## config.mk

```make
export PLATFORM = sky130hd
export DESIGN_NAME = epoch_to_civil_date_top_flat
export DESIGN_NICKNAME = d
export VERILOG_FILES = /design/src/rtl/e2cd_pkg.sv /design/src/rtl/e2cd_if.sv /design/src/rtl/epoch_to_civil_date_top.sv /design/src/flat_wrapper.sv
export SDC_FILE = /design/constraint.sdc
export NUM_CORES = 2
export LEC_CHECK = 0
export ABC_AREA = 1
export BUFFER_PORTS_ARGS = -buffer_cell sky130_fd_sc_hd__buf_4
export CORE_ASPECT_RATIO = 1.25
export CORE_MARGIN = 3
export CORE_UTILIZATION = 66
export DETAILED_ROUTE_END_ITERATION = 8
export HOLD_SLACK_MARGIN = 0.08
export PLACE_DENSITY = 0.88
export SLEW_MARGIN = 20
export SYNTH_ARGS = -nofsm -noshare
export SYNTH_HDL_FRONTEND = slang
export SYNTH_SLANG_ARGS = --single-unit
export TNS_END_PERCENT = 20
```

## constraint.sdc

```tcl
create_clock -name clk -period 10.23 [get_ports clk]
set_clock_uncertainty 0.05 [all_clocks]
set_input_delay 1.023 -clock clk [delete_from_list [all_inputs] [get_ports clk]]
set_output_delay 1.023 -clock clk [all_outputs]
set_load 0.01 [all_outputs]
```

## src/rtl/e2cd_pkg.sv

```systemverilog
`default_nettype none
// ----------------------------------------------------------------------------
// e2cd_pkg
// Shared types, constants and the control store of the epoch to civil date
// converter.
// ----------------------------------------------------------------------------
package e2cd_pkg;

	// Microsecond divide: drop six low bits (a divide by 64), then divide by 15625
	localparam int unsigned USEC_SHIFT = 6;

	// Divisors of the shared reciprocal divider
	localparam logic [13:0] USEC_ODD     = 14'd15625;
	localparam logic [13:0] SEC_PER_MIN  = 14'd60;
	localparam logic [13:0] HOUR_PER_DAY = 14'd24;

	// Reciprocals, rounded up: quotient is (x * reciprocal) >> shift.
	// The first is exact for x below 2^30, the other two for any 32-bit x.
	localparam logic [31:0] RCP_ODD   = 32'd1125899907;
	localparam logic [31:0] RCP_SIXTY = 32'h8888_8889;
	localparam logic [31:0] RCP_DAY   = 32'hAAAA_AAAB;

	// Calendar constants
	localparam logic [11:0] EPOCH_YEAR   = 12'd1970;
	localparam logic [6:0]  EPOCH_MOD100 = 7'd70;
	localparam logic [8:0]  EPOCH_MOD400 = 9'd370;
	localparam logic [6:0]  LAST_MOD100  = 7'd99;
	localparam logic [8:0]  LAST_MOD400  = 9'd399;
	localparam logic [8:0]  YEAR_DAYS    = 9'd365;
	localparam logic [3:0]  MONTH_JAN    = 4'd0;
	localparam logic [3:0]  MONTH_FEB    = 4'd1;
	localparam logic [3:0]  MONTH_DEC    = 4'd11;

	// Passes of the microsecond digit loop, less one: four 16-bit digits
	localparam logic [1:0] CNT_DIGITS = 2'd3;

	// Micro-operations
	localparam logic [3:0] OP_WAIT  = 4'd0;
	localparam logic [3:0] OP_DIV   = 4'd1;
	localparam logic [3:0] OP_DIGIT = 4'd2;
	localparam logic [3:0] OP_SUM   = 4'd3;
	localparam logic [3:0] OP_SEC   = 4'd4;
	localparam logic [3:0] OP_MIN   = 4'd5;
	localparam logic [3:0] OP_HOUR  = 4'd6;
	localparam logic [3:0] OP_YEAR  = 4'd7;
	localparam logic [3:0] OP_MONTH = 4'd8;
	localparam logic [3:0] OP_OUT   = 4'd9;

	// Divisor selects
	localparam logic [1:0] DSEL_MEG   = 2'd0;
	localparam logic [1:0] DSEL_SIXTY = 2'd1;
	localparam logic [1:0] DSEL_DAY   = 2'd2;

	// Program addresses
	localparam logic [3:0] PC_WAIT = 4'd0;
	localparam logic [3:0] PC_USEC = 4'd1;

	typedef struct packed {
		logic [3:0] op;
		logic [1:0] dsel;
		logic       jmp;
		logic       jnz;
		logic [3:0] target;
	} ctl_t;

	// Control store: one word per step
	function automatic ctl_t ucode(input logic [3:0] pc);
		ctl_t cw;
		cw = '{op: OP_WAIT, dsel: DSEL_MEG, jmp: 1'b0, jnz: 1'b0, target: PC_WAIT};
		case (pc)
			4'd0:  cw = '{op: OP_WAIT,  dsel: DSEL_MEG,   jmp: 1'b0, jnz: 1'b0,
				target: PC_WAIT};
			4'd1:  cw = '{op: OP_DIV,   dsel: DSEL_MEG,   jmp: 1'b0, jnz: 1'b0,
				target: PC_WAIT};
			4'd2:  cw = '{op: OP_DIGIT, dsel: DSEL_MEG,   jmp: 1'b0, jnz: 1'b1,
				target: PC_USEC};
			4'd3:  cw = '{op: OP_SUM,   dsel: DSEL_SIXTY, jmp: 1'b0, jnz: 1'b0,
				target: PC_WAIT};
			4'd4:  cw = '{op: OP_DIV,   dsel: DSEL_SIXTY, jmp: 1'b0, jnz: 1'b0,
				target: PC_WAIT};
			4'd5:  cw = '{op: OP_SEC,   dsel: DSEL_SIXTY, jmp: 1'b0, jnz: 1'b0,
				target: PC_WAIT};
			4'd6:  cw = '{op: OP_DIV,   dsel: DSEL_SIXTY, jmp: 1'b0, jnz: 1'b0,
				target: PC_WAIT};
			4'd7:  cw = '{op: OP_MIN,   dsel: DSEL_SIXTY, jmp: 1'b0, jnz: 1'b0,
				target: PC_WAIT};
			4'd8:  cw = '{op: OP_DIV,   dsel: DSEL_DAY,   jmp: 1'b0, jnz: 1'b0,
				target: PC_WAIT};
			4'd9:  cw = '{op: OP_HOUR,  dsel: DSEL_DAY,   jmp: 1'b0, jnz: 1'b0,
				target: PC_WAIT};
			4'd10: cw = '{op: OP_YEAR,  dsel: DSEL_MEG,   jmp: 1'b0, jnz: 1'b0,
				target: PC_WAIT};
			4'd11: cw = '{op: OP_MONTH, dsel: DSEL_MEG,   jmp: 1'b0, jnz: 1'b0,
				target: PC_WAIT};
			4'd12: cw = '{op: OP_OUT,   dsel: DSEL_MEG,   jmp: 1'b1, jnz: 1'b0,
				target: PC_WAIT};
			default: cw = '{op: OP_OUT, dsel: DSEL_MEG,   jmp: 1'b1, jnz: 1'b0,
				target: PC_WAIT};
		endcase
		return cw;
	endfunction

	function automatic logic [13:0] divisor(input logic [1:0] dsel);
		logic [13:0] d;
		case (dsel)
			DSEL_MEG:   d = USEC_ODD;
			DSEL_SIXTY: d = SEC_PER_MIN;
			DSEL_DAY:   d = HOUR_PER_DAY;
			default:    d = USEC_ODD;
		endcase
		return d;
	endfunction

	function automatic logic [31:0] reciprocal(input logic [1:0] dsel);
		logic [31:0] r;
		case (dsel)
			DSEL_MEG:   r = RCP_ODD;
			DSEL_SIXTY: r = RCP_SIXTY;
			DSEL_DAY:   r = RCP_DAY;
			default:    r = RCP_ODD;
		endcase
		return r;
	endfunction

	// Days per month in a common year, January first
	function automatic logic [4:0] month_len(input logic [3:0] m);
		logic [4:0] len;
		case (m)
			4'd0:    len = 5'd31;
			4'd1:    len = 5'd28;
			4'd2:    len = 5'd31;
			4'd3:    len = 5'd30;
			4'd4:    len = 5'd31;
			4'd5:    len = 5'd30;
			4'd6:    len = 5'd31;
			4'd7:    len = 5'd31;
			4'd8:    len = 5'd30;
			4'd9:    len = 5'd31;
			4'd10:   len = 5'd30;
			4'd11:   len = 5'd31;
			default: len = 5'd31;
		endcase
		return len;
	endfunction

endpackage
`default_nettype wire

```

## src/rtl/e2cd_if.sv

```systemverilog
`default_nettype none
// ----------------------------------------------------------------------------
// e2cd interfaces
// Valid/ready channels for the timestamp beat and the civil date beat.
// ----------------------------------------------------------------------------
interface e2cd_stamp_if;
	logic               valid;
	logic               ready;
	logic        [31:0] base_seconds;
	logic signed [63:0] offset_micros;

	modport source (output valid, output base_seconds, output offset_micros, input ready);
	modport sink   (input valid, input base_seconds, input offset_micros, output ready);
endinterface

interface e2cd_date_if;
	logic        valid;
	logic        ready;
	logic [11:0] year;
	logic [3:0]  month;
	logic [4:0]  day;
	logic [4:0]  hour;
	logic [5:0]  minute;
	logic [5:0]  second;

	modport source (output valid, output year, output month, output day, output hour,
		output minute, output second, input ready);
	modport sink   (input valid, input year, input month, input day, input hour,
		input minute, input second, output ready);
endinterface
`default_nettype wire

```

## src/rtl/epoch_to_civil_date_top.sv

```systemverilog
`default_nettype none
// ----------------------------------------------------------------------------
// epoch_to_civil_date_top
// Unix epoch seconds plus a signed microsecond offset to a UTC calendar date.
// ----------------------------------------------------------------------------
// One timestamp beat is taken at a time and turned into one date beat. A
// sequencer running a thirteen-word control store drives one reciprocal
// divider: a 32 by 32 multiply gives a quotient in a divide step and the
// remainder follows in the step after it. The microsecond offset is shifted
// down six bits (a divide by 64) and then divided by 15625 as four 16-bit
// digits; then the sum with the base is formed and the divides by 60, 60
// and 24 each take a divide step and a remainder step. The year is then
// stepped one per cycle from 1970 and the month one per cycle. The date
// beat waits in an output register, so the next timestamp is accepted
// while it is still held; only the final write into that register waits
// for it to be taken.
// ----------------------------------------------------------------------------
module epoch_to_civil_date_top (
	input  logic               clk,
	input  logic               arst_n,
	e2cd_stamp_if.sink         stamp,
	e2cd_date_if.source        date
);

	// Control
	logic [3:0]        pc_q;
	logic [1:0]        cnt_q;
	e2cd_pkg::ctl_t    cw;
	logic              hold;
	logic              take_jump;

	// Datapath
	logic [63:0]       num_q;
	logic [13:0]       rem_q;
	logic [31:0]       quo_q;
	logic [31:0]       qt_q;
	logic [31:0]       tv_q;
	logic              neg_q;
	logic [31:0]       base_q;
	logic [5:0]        sec_q;
	logic [5:0]        min_q;
	logic [4:0]        hour_q;
	logic [15:0]       days_q;
	logic [11:0]       year_q;
	logic [6:0]        c100_q;
	logic [8:0]        c400_q;
	logic [3:0]        month_q;

	// Output register
	logic              out_valid_q;
	logic [11:0]       year_out_q;
	logic [3:0]        month_out_q;
	logic [4:0]        day_out_q;
	logic [4:0]        hour_out_q;
	logic [5:0]        min_out_q;
	logic [5:0]        sec_out_q;

	logic [63:0]       off_raw;
	logic [63:0]       mag;
	logic [31:0]       dvd;
	logic [31:0]       rcp;
	logic [63:0]       prod;
	logic [31:0]       qt_nx;
	logic [13:0]       dvsr;
	logic [31:0]       qd;
	logic [31:0]       rem_full;
	logic [31:0]       q_sgn;
	logic [31:0]       tsum;
	logic              leap;
	logic [8:0]        ylen;
	logic              year_go;
	logic [4:0]        mlen;
	logic              month_go;
	logic              slot_free;

	// Decode the current control word
	assign cw        = e2cd_pkg::ucode(pc_q);
	assign take_jump = cw.jmp || (cw.jnz && (cnt_q != 2'd0));

	// Magnitude of the offset
	assign off_raw = stamp.offset_micros;
	assign mag     = off_raw[63] ? (~off_raw + 64'd1) : off_raw;

	// Dividend: next microsecond digit under the running remainder, else the time
	assign dvd = (cw.dsel == e2cd_pkg::DSEL_MEG) ? {2'd0, rem_q, num_q[63:48]} : tv_q;

	// Quotient by reciprocal multiplication
	assign rcp  = e2cd_pkg::reciprocal(cw.dsel);
	assign prod = {32'd0, dvd} * {32'd0, rcp};

	always_comb begin
		case (cw.dsel)
			e2cd_pkg::DSEL_MEG:   qt_nx = {12'd0, prod[63:44]};
			e2cd_pkg::DSEL_SIXTY: qt_nx = {5'd0, prod[63:37]};
			e2cd_pkg::DSEL_DAY:   qt_nx = {4'd0, prod[63:36]};
			default:              qt_nx = {12'd0, prod[63:44]};
		endcase
	end

	// Remainder from the registered quotient
	assign dvsr     = e2cd_pkg::divisor(cw.dsel);
	assign qd       = qt_q * {18'd0, dvsr};
	assign rem_full = dvd - qd;

	// Apply the sign to the second count and add the base, modulo 2^32
	assign q_sgn = neg_q ? (~quo_q + 32'd1) : quo_q;
	assign tsum  = base_q + q_sgn;

	// Leap rule from the running year residues
	assign leap    = (year_q[1:0] == 2'd0) && ((c100_q != 7'd0) || (c400_q == 9'd0));
	assign ylen    = e2cd_pkg::YEAR_DAYS + {8'd0, leap};
	assign year_go = (days_q >= {7'd0, ylen});

	// Month length with the February correction
	assign mlen     = e2cd_pkg::month_len(month_q) +
		{4'd0, (month_q == e2cd_pkg::MONTH_FEB) && leap};
	assign month_go = (month_q < e2cd_pkg::MONTH_DEC) && (days_q >= {11'd0, mlen});

	assign slot_free = !out_valid_q || date.ready;

	// Hold the step while its loop or handshake is not done
	always_comb begin
		case (cw.op)
			e2cd_pkg::OP_WAIT:  hold = !stamp.valid;
			e2cd_pkg::OP_YEAR:  hold = year_go;
			e2cd_pkg::OP_MONTH: hold = month_go;
			e2cd_pkg::OP_OUT:   hold = !slot_free;
			default:            hold = 1'b0;
		endcase
	end

	// Step counter, digit counter and output valid
	always_ff @(posedge clk or negedge arst_n) begin
		if (!arst_n) begin
			pc_q        <= e2cd_pkg::PC_WAIT;
			cnt_q       <= e2cd_pkg::CNT_DIGITS;
			out_valid_q <= 1'b0;
		end else begin
			if (!hold) begin
				pc_q <= take_jump ? cw.target : (pc_q + 4'd1);
			end
			if (cw.op == e2cd_pkg::OP_WAIT) begin
				cnt_q <= e2cd_pkg::CNT_DIGITS;
			end else if ((cw.op == e2cd_pkg::OP_DIGIT) && (cnt_q != 2'd0)) begin
				cnt_q <= cnt_q - 2'd1;
			end
			if ((cw.op == e2cd_pkg::OP_OUT) && slot_free) begin
				out_valid_q <= 1'b1;
			end else if (date.ready) begin
				out_valid_q <= 1'b0;
			end
		end
	end

	// Datapath registers, driven by the micro-operation
	always_ff @(posedge clk) begin
		case (cw.op)
			e2cd_pkg::OP_WAIT: begin
				if (stamp.valid) begin
					num_q  <= mag >> e2cd_pkg::USEC_SHIFT;
					rem_q  <= 14'd0;
					neg_q  <= off_raw[63];
					base_q <= stamp.base_seconds;
				end
			end
			e2cd_pkg::OP_DIV: begin
				qt_q <= qt_nx;
			end
			e2cd_pkg::OP_DIGIT: begin
				rem_q <= rem_full[13:0];
				quo_q <= {quo_q[15:0], qt_q[15:0]};
				num_q <= {num_q[47:0], 16'd0};
			end
			e2cd_pkg::OP_SUM: begin
				tv_q <= tsum;
			end
			e2cd_pkg::OP_SEC: begin
				sec_q <= rem_full[5:0];
				tv_q  <= qt_q;
			end
			e2cd_pkg::OP_MIN: begin
				min_q <= rem_full[5:0];
				tv_q  <= qt_q;
			end
			e2cd_pkg::OP_HOUR: begin
				hour_q  <= rem_full[4:0];
				days_q  <= qt_q[15:0];
				year_q  <= e2cd_pkg::EPOCH_YEAR;
				c100_q  <= e2cd_pkg::EPOCH_MOD100;
				c400_q  <= e2cd_pkg::EPOCH_MOD400;
				month_q <= e2cd_pkg::MONTH_JAN;
			end
			e2cd_pkg::OP_YEAR: begin
				if (year_go) begin
					days_q <= days_q - {7'd0, ylen};
					year_q <= year_q + 12'd1;
					c100_q <= (c100_q == e2cd_pkg::LAST_MOD100) ? 7'd0 : (c100_q + 7'd1);
					c400_q <= (c400_q == e2cd_pkg::LAST_MOD400) ? 9'd0 : (c400_q + 9'd1);
				end
			end
			e2cd_pkg::OP_MONTH: begin
				if (month_go) begin
					days_q  <= days_q - {11'd0, mlen};
					month_q <= month_q + 4'd1;
				end
			end
			e2cd_pkg::OP_OUT: begin
				if (slot_free) begin
					year_out_q  <= year_q;
					month_out_q <= month_q + 4'd1;
					day_out_q   <= days_q[4:0] + 5'd1;
					hour_out_q  <= hour_q;
					min_out_q   <= min_q;
					sec_out_q   <= sec_q;
				end
			end
			default: begin
			end
		endcase
	end

	// Ports
	assign stamp.ready = (cw.op == e2cd_pkg::OP_WAIT);
	assign date.valid  = out_valid_q;
	assign date.year   = year_out_q;
	assign date.month  = month_out_q;
	assign date.day    = day_out_q;
	assign date.hour   = hour_out_q;
	assign date.minute = min_out_q;
	assign date.second = sec_out_q;

	// Checks
	a_load_digits: assert property (@(posedge clk) disable iff (!arst_n)
		(stamp.valid && stamp.ready) |=> (cnt_q == e2cd_pkg::CNT_DIGITS) &&
		(cw.op == e2cd_pkg::OP_DIV) && (pc_q == e2cd_pkg::PC_USEC))
		else $error("divider not primed for the microsecond divide");

	a_digit_rem: assert property (@(posedge clk) disable iff (!arst_n)
		(cw.op == e2cd_pkg::OP_DIGIT) |-> (rem_full < {18'd0, e2cd_pkg::USEC_ODD}))
		else $error("microsecond digit remainder out of range");

	a_rose_from_out: assert property (@(posedge clk) disable iff (!arst_n)
		$rose(date.valid) |-> ($past(cw.op) == e2cd_pkg::OP_OUT))
		else $error("date beat raised outside the output step");

	a_date_range: assert property (@(posedge clk) disable iff (!arst_n)
		date.valid |-> (date.month >= 4'd1) && (date.month <= 4'd12) &&
		(date.day >= 5'd1) && (date.hour <= 5'd23) && (date.minute <= 6'd59) &&
		(date.second <= 6'd59))
		else $error("date beat field out of range");

	a_year_bound: assert property (@(posedge clk) disable iff (!arst_n)
		(cw.op == e2cd_pkg::OP_MONTH) |-> (year_q <= 12'd2106) && (days_q < 16'd366))
		else $error("year stepping overran");

endmodule
`default_nettype wire
```

## src/flat_wrapper.sv

```systemverilog
// flat-port wrapper written by rule: the top's interface ports become plain ports
module epoch_to_civil_date_top_flat 
  (clk, arst_n, stamp_valid, stamp_base_seconds, stamp_offset_micros, stamp_ready, date_valid, date_year, date_month, date_day, date_hour, date_minute, date_second, date_ready);
  e2cd_stamp_if stamp_i ();
  e2cd_date_if date_i ();
  input  logic clk;
  input  logic arst_n;
  input wire logic [$bits(stamp_i.valid)-1:0] stamp_valid;
  input wire logic [$bits(stamp_i.base_seconds)-1:0] stamp_base_seconds;
  input wire logic [$bits(stamp_i.offset_micros)-1:0] stamp_offset_micros;
  output wire logic [$bits(stamp_i.ready)-1:0] stamp_ready;
  output wire logic [$bits(date_i.valid)-1:0] date_valid;
  output wire logic [$bits(date_i.year)-1:0] date_year;
  output wire logic [$bits(date_i.month)-1:0] date_month;
  output wire logic [$bits(date_i.day)-1:0] date_day;
  output wire logic [$bits(date_i.hour)-1:0] date_hour;
  output wire logic [$bits(date_i.minute)-1:0] date_minute;
  output wire logic [$bits(date_i.second)-1:0] date_second;
  input wire logic [$bits(date_i.ready)-1:0] date_ready;
  assign stamp_i.valid = stamp_valid;
  assign stamp_i.base_seconds = stamp_base_seconds;
  assign stamp_i.offset_micros = stamp_offset_micros;
  assign stamp_ready = stamp_i.ready;
  assign date_valid = date_i.valid;
  assign date_year = date_i.year;
  assign date_month = date_i.month;
  assign date_day = date_i.day;
  assign date_hour = date_i.hour;
  assign date_minute = date_i.minute;
  assign date_second = date_i.second;
  assign date_i.ready = date_ready;
  epoch_to_civil_date_top u_core (.clk(clk), .arst_n(arst_n), .stamp(stamp_i), .date(date_i));
endmodule
```

== Word level (Yosys, flattened, before mapping) ==
Memories as Yosys holds them, arrays and structs flattened. A register that Yosys moved wholly into a read port is not among the register bits.
Cells that the tools add are included.

* Multiply operators: 2
* $add $sub $neg: 15
* Eq/ne operators: 17
* $lt $le $gt $ge: 3
* Reduce and logical (&&, ||, !) cells: 32
* Bitwise operators: 2
* Multiplexer cells: 31

{| class="wikitable"
|+ Operator list
! cell !! number
|-
| 2-to-1 mux 64 bit || 2
|-
| one-hot mux 32 bit (2 select lines) || 2
|-
| one-hot mux 64 bit (2 select lines) || 1
|-
| adder 64 x 1 -> 64 bit, second input constant || 1
|-
| multiplier 32 x 32 -> 64 bit || 1
|-
| 2-to-1 mux 32 bit || 2
|-
| NOT 64 bit || 1
|-
| one-hot mux 14 bit (2 select lines) || 2
|-
| one-hot mux 28 bit (2 select lines) || 1
|-
| one-hot mux 16 bit (3 select lines) || 1
|-
| adder 32 x 1 -> 32 bit, second input constant || 1
|-
| adder 32 bit || 1
|-
| multiplier 32 x 14 -> 14 bit || 1
|-
| 2-to-1 mux 16 bit || 2
|-
| NOT 32 bit || 1
|-
| one-hot mux 12 bit (2 select lines) || 1
|-
| 2-to-1 mux 9 bit || 2
|-
| one-hot mux 9 bit (2 select lines) || 1
|-
| equality test 4 x 3 -> 1 bit, second input constant || 4
|-
| >= comparator 16 x 5 -> 1 bit || 1
|-
| >= comparator 16 x 9 -> 1 bit || 1
|-
| subtractor 16 x 5 -> 16 bit || 1
|-
| subtractor 16 x 9 -> 16 bit || 1
|-
| 2-to-1 mux 14 bit || 1
|-
| 39 further kinds || 69
|}

* Input bits: 100
* Logic and storage cells: 128
* Memories kept: 2
* Flip-flop bits (word level): 317
* Memory bits (read-only): 176

{| class="wikitable"
|+ Memory list
! memory !! words !! bits a word !! rd ports !! clocked after memory_dff !! wr ports !! RTL line !! source
|-
| (name not given) || 16 || 9 || 1 || 0 || 0 || e2cd_pkg.sv:70 || <nowiki>case (pc)</nowiki>
|-
| (name not given) || 16 || 2 || 1 || 1 || 0 || e2cd_pkg.sv:128 || <nowiki>case (m)</nowiki>
|}

== Depth between registers and ports, before layout ==
* Depth after elaboration: 10
* Gate-level depth with buffers: 45
* Mapped depth without buffers: 43

== Worst setup path before layout ==
No wires, ideal clock.

* Path kind: reg-to-reg
* Start: register u_core.pc_q[0]
* End: register u_core.qt_q[19], data pin
* Stages on the path, launching flop included: 40
* Arrival: 8396 ps
* Slack: 1532 ps
* Cells stage by stage: dfrtp_1 > ha_1 > inv_1 > ha_1 > nor2_8 > inv_2 > buf_6 > clkbuf_1 > ha_1 > clkbuf_1 > inv_1 > clkbuf_1 > clkbuf_1 > nor2_1 > fa_1 > fa_1 > inv_1 > fa_1 > [... 4 more ...] > fa_1 > inv_1 > fa_1 > inv_1 > ha_1 > nand2_1 > nor2_1 > nor2_1 > nor2_1 > or2_2 > a21oi_1 > nand3_2 > nand2_1 > nand2_2 > nand2_1 > nand3_1 > nand3_1 > nand2_1

* Cells in the longest elaborated chain, start to end: 5
* Elaborated cells on any way between the ends: 8
* Classes of those cells: 1 x mul; 2 x eq/ne; 3 x mux; 1 x reduce/logical; 1 x memory

{| class="wikitable"
|+ Ends and longest elaborated chain
! what !! RTL line !! source
|-
| from (decl) || epoch_to_civil_date_top.sv:26 || <nowiki>logic [3:0] pc_q;</nowiki>
|-
| from (signal assigned) || epoch_to_civil_date_top.sv:135 || <nowiki>pc_q <= e2cd_pkg::PC_WAIT;</nowiki>
|-
| from (signal assigned) || epoch_to_civil_date_top.sv:140 || <nowiki>pc_q <= take_jump ? cw.target : (pc_q + 4'd1);</nowiki>
|-
| memory read (16 x 9 bit) * || n/a ||
|-
| equality test 2 bit, or another cell as far along || e2cd_pkg.sv:116, epoch_to_civil_date_top.sv:92 ||
|-
| one-hot mux 32 bit (2 select lines) / 2-to-1 mux 32 bit (equally long branches) || e2cd_pkg.sv:116, epoch_to_civil_date_top.sv:85 ||
|-
| multiplier 32 x 32 -> 64 bit || epoch_to_civil_date_top.sv:89 || <nowiki>assign prod = {32'd0, dvd} * {32'd0, rcp};</nowiki>
|-
| one-hot mux 28 bit (2 select lines) * || epoch_to_civil_date_top.sv:92 || <nowiki>case (cw.dsel)</nowiki>
|-
| named net u_core.qt_nx[19] || epoch_to_civil_date_top.sv:63 || <nowiki>logic [31:0] qt_nx;</nowiki>
|-
| to (signal assigned) || epoch_to_civil_date_top.sv:167 || <nowiki>qt_q <= qt_nx;</nowiki>
|-
| to (decl) || epoch_to_civil_date_top.sv:36 || <nowiki>logic [31:0] qt_q;</nowiki>
|}

Mark *: on every way through the listed nets, which the timed path passes. The rest lies on a longest branch.
A chain may end at the register's enable or synchronous reset.

== Worst setup path in the final report ==
* Start: register u_core.pc_q[0]
* End: register u_core.qt_q[12], data pin

The elaborated chain is that of the path after synthesis.

==> results.json <==
{
  "synth_warnings": 0,
  "clock-sinks": 315,
  "io_pins": 140,
  "ff2ff_setup_slack_ps": 550,
  "final_common_cell": "inv_1",
  "root_buffer": "clkbuf_16",
  "cp.arrival_ps": 9920,
  "drc_errors": 0,
  "clk_pin_slew_ps": 70,
  "postCtsSetupRepairBufs": 0,
  "cp-start-kind": "register",
  "cts_tree": "yes",
  "drtIter0Drc": 3998,
  "hpwl_um": 134000,
  "end_kind": "register",
  "synth-main-ff-cell": "edfxtp_1",
  "nets": 6572,
  "critPathKind": "register to register",
  "drv_cap": 0,
  "grt_pass1_vias": 38200,
  "synth.area.top_cells": "fa_1 (28%), edfxtp_1 (20%), ha_1 (15%)",
  "dieArea_sq_um": 71800,
  "avgSynthCellArea_sq_um": 8.84,
  "antenna_found_initial": 3,
  "wirelength_um": 159000,
  "die_width_um": 240,
  "syn-num-nets": 6403,
  "status": "complete, no violations",
  "drt-vias-per-instance": 6.11,
  "core_area_sq_um": 67400,
  "reg2reg_from": "u_core.pc_q[0]",
  "syn2layout_area_growth_pct": 7.74,
  "start_util_pct": 67.2,
  "hold_viol": 0,
  "insertion_delay_ps": 580,
  "drv_slew": 0,
  "grt_first_pass_wirelength_um": 233000,
  "period_minus_slack_ps": 9680,
  "core.rowCount": 106,
  "synth.top_cell.area_share_pct": 27.6,
  "antenna_left": 0,
  "clk_path_buf_depth": 3,
  "cts_hold_buffers": 0,
  "ys_ff_latch": 315,
  "layout_common_cells": "inv_1 (1153), nand2_1 (680), fa_1 (623), ha_1 (560), nor2_1 (545)",
  "crit_fanout": 27,
  "finalSetupViolations": 0,
  "r2r_cells": 38,
  "cts_resized": 0,
  "ys_seq_area_share_pct": 20.8,
  "worst_pin_slew_ps": 1080,
  "worstPathRequired_ps": 10470,
  "crit_slowest_cell": "fa_1",
  "h-tree-depth": 2,
  "grt_max_degree": 79,
  "yosysTopAreaCell": "fa_1",
  "gp_congestion": 1.08,
  "timing.setup.tns_ps": 0,
  "fmaxAchievable_mhz": 103,
  "worstSetupStartpoint": "u_core.pc_q[0]",
  "vias": 37800,
  "synth.distinct_cells": 63,
  "hold_path_class": "input pin to async pin",
  "numCtsBuffers": 34,
  "layout-drive-gt1-share_pct": 6.78,
  "timing.slew.headroom_pct": 28.1,
  "fillers": 5088,
  "dr.pass1.iters": 6,
  "port_buffers": 139,
  "grt_remaining_overflow": 0,
  "die_y_um": 299,
  "rsz0062_at_grt": "no",
  "syn_area_sq_um": 45300,
  "wl_per_cell_um": 25.7,
  "finalCritPeriodShare_pct": 94.7,
  "synthCells": 5120,
  "grt_usage_pct": 44.4,
  "synth_edf_count": 306,
  "ys_async_sr_fraction_pct": 2.22,
  "r2r_end": "u_core.qt_q[12]",
  "max_stage_delay_ps": 600
}
-- cell usage after synthesis, drive strengths merged, types with 13 or more instances --
cell,n
clkbuf,42
ha,560
nand3,214
xor2,111
nand4,29
inv,1167
edfxtp,306
nand2,696
o21bai,29
nor2,560
or2,36
xnor2,51
nor3,64
o21ai,225
fa,623
a21oi,207
nand3b,26
nor4,21
a21o,16
buf,37
o21a,13
-- through the flow --
step	setup WS (ps)	instances	instance area [sq um]	util (%)	hold WS [ps]
6_report	547	6179	48800	72.4	200
5_1_grt	156	6177	48700	72.4	201
4_1_cts	863	6176	48700	72.3	188
3_5_place_dp	894	6116	47600	70.7	355
3_3_place_gp	879	6116	47600	70.7	350
2_1_floorplan	1530	5120	45300	-	350
-- area by class of cell --
class,instances,area [sq um],share of cell area [%]
multi-input combinational,3558,31100,63.9
antenna,2,5.00,0.0103
tap,864,1080,2.22
inverter,1168,4390,9.00
timing repair buffer,212,1640,3.36
clock inverter,18,203,0.416
clock buffer,42,891,1.83
sequential,315,9410,19.3
-- cells by family after synthesis --
kind of cell,Yosys count,synth area share (%)
and+or+nand+nor,1655,15.6
buffers and inverters,1247,10.5
adders and majority gates,1183,43.0
AOI/OAI and AO/OA,557,6.91
DFF,315,20.8
xor gates and xnor gates,162,3.15
other,1,0.00829
-- layer usage --
layer | GRT usage, % | routed length, um | vias to the layer above
met5 | 0 | 23 | -
met4 | 33.8 | 15900 | 4
met3 | 10.1 | 16600 | 647
met2 | 68.7 | 71200 | 2370
met1 | 53.9 | 55300 | 18200
li1 | - | - | 16500
-- worst max-delay path by stage --
| stage | cells past startpoint | endpoint |
|---|---|---|
| 6_report | 38 | u_core.qt_q[12] |
| 5_1_grt | 43 | u_core.qt_q[6] |
| 4_1_cts | 38 | u_core.qt_q[14] |
| 3_5_place_dp | 38 | u_core.qt_q[14] |
| 3_3_place_gp | 32 | u_core.qt_q[6] |
| 2_1_floorplan | 39 | u_core.qt_q[19] |
-- registers in the layout, summed over array words and instances (netlist names), 9 cells and up, named ones only --
name	flops
u_core.days_q	16
u_core.num_q	64
u_core.rem_q	14
u_core.tv_q	32
u_core.quo_q	32
u_core.year_q	12
u_core.c400_q	9
u_core.date.year	12
u_core.qt_q	28
u_core.base_q	32
-- critical path: cells and delay by family (launching register included) --
kind                     cells  cell delay [ps]
buffers and inverters        8             1380
XOR/XNOR                     1              380
AND/OR/NAND/NOR             16             2460
flip-flops                   1              460
adder cells (fa/ha/maj)     11             4240
AO/OA/AOI/OAI                2              400
Power is left out: the tool's default activity adds up to more than one toggle a clock period on the data nets, which glitch-free logic cannot reach.
